--- config.mk ---
export PLATFORM = sky130hd
export DESIGN_NAME = sdr_ctrl
export DESIGN_NICKNAME = d
export VERILOG_FILES = /design/src/rtl/sdr_pkg.sv /design/src/rtl/sdr_ctrl.sv
export SDC_FILE = /design/constraint.sdc
export NUM_CORES = 1
export LEC_CHECK = 0
export ABC_AREA = 1
export BUFFER_PORTS_ARGS = -buffer_cell sky130_fd_sc_hd__buf_2
export CORE_AREA = 5 5 42 44
export DETAILED_ROUTE_END_ITERATION = 10
export DIE_AREA = 0 0 47 49
export HOLD_SLACK_MARGIN = 0.15
export MAX_ROUTING_LAYER = met4
export PLACE_DENSITY = 0.49
export SYNTH_ARGS = -nofsm -noshare
export SYNTH_HDL_FRONTEND = slang
export SYNTH_SLANG_ARGS = --single-unit
--- constraint.sdc ---
create_clock -name clk -period 1.15 [get_ports clk]
set_input_delay 0.115 -clock clk [delete_from_list [all_inputs] [get_ports clk]]
set_output_delay 0.115 -clock clk [all_outputs]
set_load 0.01 [all_outputs]
--- src/rtl/sdr_pkg.sv ---
// Shared types, widths and codes for the slot allocator with deferred release.
package sdr_pkg;

  localparam int MAX_SLOTS_DEF     = 64;
  localparam int PENDING_DEPTH_DEF = 64;
  localparam int MAX_RESULTS       = 64;
  localparam int RES_CNT_W         = $clog2(MAX_RESULTS + 1);

  localparam int SLOT_W     = 6;
  localparam int VIEW_W     = 64;
  localparam int FRAME_W    = 64;
  localparam int CAP_W      = 7;
  localparam int FIF_W      = 4;
  localparam int STATUS_W   = 3;
  localparam int CFG_IDX_W  = 2;
  localparam int CFG_DATA_W = 64;

  localparam int S_TDATA_W = 136;
  localparam int S_TUSER_W = 2;
  localparam int M_TDATA_W = 80;
  localparam int M_TUSER_W = 4;

  typedef enum logic [1:0] {
    REQ_ACQUIRE = 2'd0,
    REQ_RELEASE = 2'd1,
    REQ_RETIRE  = 2'd2,
    REQ_UNUSED  = 2'd3
  } req_t;

  typedef enum logic [CFG_IDX_W-1:0] {
    CFG_ENABLED  = 2'd0,
    CFG_CAPACITY = 2'd1,
    CFG_FIF      = 2'd2,
    CFG_WHITE    = 2'd3
  } cfg_idx_t;

  localparam logic [STATUS_W-1:0] ST_OK       = 3'd0;
  localparam logic [STATUS_W-1:0] ST_DISABLED = 3'd1;
  localparam logic [STATUS_W-1:0] ST_FULL     = 3'd2;
  localparam logic [STATUS_W-1:0] ST_IGNORED  = 3'd3;
  localparam logic [STATUS_W-1:0] ST_QOVF     = 3'd4;
  localparam logic [STATUS_W-1:0] ST_SOVF     = 3'd5;

  typedef struct packed {
    logic latch;
    logic exec_single;
    logic pop;
    logic emit_held;
    logic emit_last;
    logic emit_null;
  } sdr_cmd_t;

  typedef struct packed {
    logic ret_ok;
    logic held_valid;
    logic out_free;
  } sdr_stat_t;

endpackage

--- src/rtl/sdr_ctrl.sv ---
// Controller state machine: sequences acquire, release, retire and unused requests.
module sdr_ctrl
  import sdr_pkg::*;
(
  input  logic                 clk,
  input  logic                 rst,
  input  logic                 s_tvalid,
  input  logic [S_TUSER_W-1:0] s_tuser,
  output logic                 s_tready,
  input  sdr_stat_t            stat,
  output sdr_cmd_t             cmd
);

  typedef enum logic [1:0] {
    IDLE,
    EXEC,
    RET_CHK,
    RET_WAIT
  } state_t;

  state_t state;
  state_t state_next;

  always_comb begin
    cmd        = '0;
    state_next = state;
    unique case (state)
      IDLE: begin
        if (s_tvalid && s_tready) begin
          cmd.latch  = 1'b1;
          state_next = (req_t'(s_tuser) == REQ_RETIRE) ? RET_CHK : EXEC;
        end
      end
      EXEC: begin
        if (stat.out_free) begin
          cmd.exec_single = 1'b1;
          state_next      = IDLE;
        end
      end
      RET_CHK: begin
        if (!stat.held_valid) begin
          if (stat.ret_ok) begin
            cmd.pop    = 1'b1;
            state_next = RET_WAIT;
          end else if (stat.out_free) begin
            cmd.emit_null = 1'b1;
            state_next    = IDLE;
          end
        end else if (stat.out_free) begin
          cmd.emit_held = 1'b1;
          if (stat.ret_ok) begin
            cmd.pop    = 1'b1;
            state_next = RET_WAIT;
          end else begin
            cmd.emit_last = 1'b1;
            state_next    = IDLE;
          end
        end
      end
      RET_WAIT: begin
        state_next = RET_CHK;
      end
      default: begin
        state_next = IDLE;
      end
    endcase
  end

  always_ff @(posedge clk) begin
    if (rst) begin
      state    <= IDLE;
      s_tready <= 1'b1;
    end else begin
      state    <= state_next;
      s_tready <= (state_next == IDLE);
    end
  end

endmodule

======== Word-level counts from Yosys, hierarchy flattened ========
Cells that the tools add are included.
cells by class
  equal/unequal tests ..................... 4
  multiplexer cells ....................... 20
  reductions and logical operators ........ 3
operators with widths
  kind                count
  $mux 2              8
  $mux 1              9
  $pmux 2 s4          1
  $eq 2x2->1 const B  3
  $logic_not 2->1     2
  $mux 4              1
  $mux 3              1
  $eq 2x1->1 const B  1
  $logic_and 1x1->1   1
word-level totals
  flip-flop bits (word level) ............. 3
  input bits .............................. 8
  output and inout port bits .............. 7

======== Longest topological paths before layout ========
  depth after elaboration ................. 5
  mapped depth ............................ 6
  mapped depth without buffers ............ 6

======== Worst setup path after synthesis ========
OpenSTA, ideal clock, no wires.
  path kind ............................... reg2out
  start point ............................. register state[1]
  end point ............................... output port cmd[0] (netlist name)
  arrival time ............................ 914 ps
  setup slack ............................. 121 ps
  stages on the path, launching flop included .. 5
  cell sequence ........................... dfxtp_1 > inv_2 > nor2_2 > inv_1 > nor4_1
RTL lines
  element                 RTL line        RTL
  start, declared         sdr_ctrl.sv:21  state_t state;
  start signal, assigned  sdr_ctrl.sv:74  state <= state_next;
  end, declared           sdr_ctrl.sv:11  output sdr_cmd_t cmd

==> impl_metrics.yaml <==
clocking:
  cts-root-buf: "clkbuf_4"
  htreeDepth: 1
  worstSkewPairLatency_ps: 230
  clk_pin_slew_ps: 40
  clk_path_buf_depth: 2
  clock-sinks: 3
  numCtsBuffers: 3
  cts_tree: "built"
finish:
  antenna_cells: 0
  drive_gt1_frac: 0.500
  fill_cells: 172
  final_nets: 65
  utilization: 0.276
  syn_to_final_growth_pct: 89.6
  multi_input_area_um2: 139
  regArea_um2: 65.1
setup_path:
  path_cells: "inv_2 > nor2_4 > inv_2 > nor4_4 > buf_2"
  cpMostUsedCell: "inv_2"
  crit_buf_inv: 3
  crit_fanout: 3
  required_ps: 1030
  cpPeakStageDelay_ps: 330
  critPathCaptureType: "output pin"
  crit_arrival_ps: 1040
  cp_slowest_cell: "dfxtp_2"
  setup.worst_path.class: "reg2out"
  crit_path_start_kind: "flip-flop"
  critPathTopFamily: "flip-flops"
yosys:
  ys_seq_elements: 3
  synth_fa_ha_area_frac: 0
  synthXorXnorAreaFrac: 0
  async_reset_ff_frac: 0
  yosysMostFrequentCell: "inv_1"
  synth_cells: 35
  synth_top_area_share: 0.294
  synth.largest_area_cell: "dfxtp_1"
  avgSynthCellArea_um2: 5.83
  synthFlopType: "dfxtp_1"
  synth_nets: 43
  ys_warn_count: 0
  ys_seq_area_frac: 0.294
  synth_common_cells: "10 x inv_1, 6 x nand2_1, 5 x nand3_1, 3 x dfxtp_1, 3 x nor3_1"
  syn_area_um2: 204
  yosysUniqueCellTypes: 12
  synth_edf_count: 0
  synth_mux_area_frac: 0
  synth_compound_area_frac: 0.0859
  yosys.area_share.simple: 0.417
  synth.area.top_cells: "dfxtp_1 29%, inv_1 18%, nand3_1 12%"
  synth_top_family_by_area: "simple AND/OR/NAND/NOR gates"
detailed_routing:
  finalWirelength_um: 626
  vias: 280
  drtPass1Iterations: 3
  drcViolationCount: 0
  wl_per_cell_um: 8.69
  vias_per_cell: 3.89
  ant_nets: 0
  drtIter0Drc: 1
floorplanning:
  rows: 14
  die_w_um: 47
  coreArea_um2: 1400
  die_h_um: 49
  initial_core_util: 0.146
  io_pins: 15
  die_area_um2: 2300
place:
  detailed_place_hpwl_um: 471
  dp_worst_setup_slack_ps: 78.1
  port-buffer-count: 14
  place_congestion: 0.688
global_routing:
  grt_max_degree: 7
  overflow: 0
  grt_pass1_vias: 240
  grt_pass1_wl_um: 862
  grtUsageTotal: 0.0556
  antenna_found_initial: 0
sta:
  drv_slew: 0
  rsz0062_at_grt: "yes"
  finalCritPeriodShare: 1.01
  fin_skew_ps: 4.62
  hold_viol: 0
  relSlewSlack: 0.832
  min_period_ps: 1160
  tns_ps: -6.48
  worst_slew_pin_slew_ps: 252
  fmax_mhz: 865
  fin_ws_ps: -6.48
  whs_ps: 281
  setup_viol: 1
run_status:
  status: "complete, but fails checks"
  violations: "setup timing"
min_path:
  hold_class: "in2reg"
power_and_ir_drop:
  ir_worst_vdd_v: 0.000516
  power_density_nw_per_um2: 1060
  power_leakage_nw: 0.226
run:
  max_cap_viol_count: 0
==> tightest hold or removal path, delay by kind of cell <==
family | cells | cell delay (ps)
AOI/OAI and AO/OA | 2 | 190
buffers and inverters | 1 | 100
and+or+nand+nor | 1 | 50
==> placed cells by master (no fill, tap or decap) <==
| master | instances |
|---|---|
| buf_2 | 14 |
| inv_1 | 9 |
| nand2_1 | 6 |
| nand3_1 | 5 |
| clkbuf_4 | 3 |
| inv_2 | 2 |
| nor3_2 | 2 |
| buf_4 | 2 |
| nor2_4 | 1 |
| nor3_1 | 1 |
| nor4_2 | 1 |
| nor4_4 | 1 |
| o21ai_1 | 1 |
| nor2_1 | 1 |
| a21oi_1 | 1 |
| o21bai_1 | 1 |
| clkbuf_1 | 1 |
| dlygate4sd3_1 | 1 |
| dfxtp_1 | 1 |
| dfxtp_4 | 1 |
| dfxtp_2 | 1 |
==> cell families after synthesis <==
kind of cell / after synthesis
DFF: 3
and+or+nand+nor: 18
AOI/OAI and AO/OA: 3
buffers and inverters: 11
==> power by group <==
group          switching, mW  internal (mW)  leakage [nW]
registers            0.00776          0.115        0.0258
logic                 0.0599         0.0461         0.185
clock network         0.0510          0.130        0.0150
==> metrics by stage <==
stage,std cells,power [mW],cell area [um^2]
floorplan,35,0.172,204
finish,72,0.410,387
global route,72,0.439,387
CTS,71,0.411,357
global placement,65,0.207,294
detailed placement,65,0.207,294
==> layout make-up <==
| type | count | area share |
|---|---|---|
| tap | 16 | 0.0518 |
| timing repair buffer | 17 | 0.246 |
| multi-input combinational | 21 | 0.359 |
| sequential | 3 | 0.168 |
| clock buffer | 4 | 0.0680 |
| inverter | 11 | 0.107 |
==> worst paths after layout <==
kind,from,endpoint,slack (ps),cells after the start
max,state[1]$_SDFF_PP0_,cmd[0],-6,5
min,stat[0],state[1]$_SDFF_PP0_,280,4
min reg2reg,s_tready$_SDFF_PP1_,state[1]$_SDFF_PP0_,640,4
max reg2reg,state[0]$_SDFF_PP0_,s_tready$_SDFF_PP1_,180,5
==> flip-flops by register name (all words and copies together), names as in the netlist <==
signal    cells
s_tready      1
state         2
==> repair_timing <==
item	4_1_cts	5_1_grt
hold buffers	1	0
pin swaps	0	1
endpoints found under the setup margin	5	5
cloned	0	0
setup buffers	1	1
hold endpoints to repair	3	0
resized for setup	6	4
==> layer usage <==
metal	track usage	wire length, um
met1	0.0549	237
met2	0.0769	319
met3	0.0443	68
met4	0.0276	0
met5	-	0
Note: power is estimated with default switching activity, not from simulation.
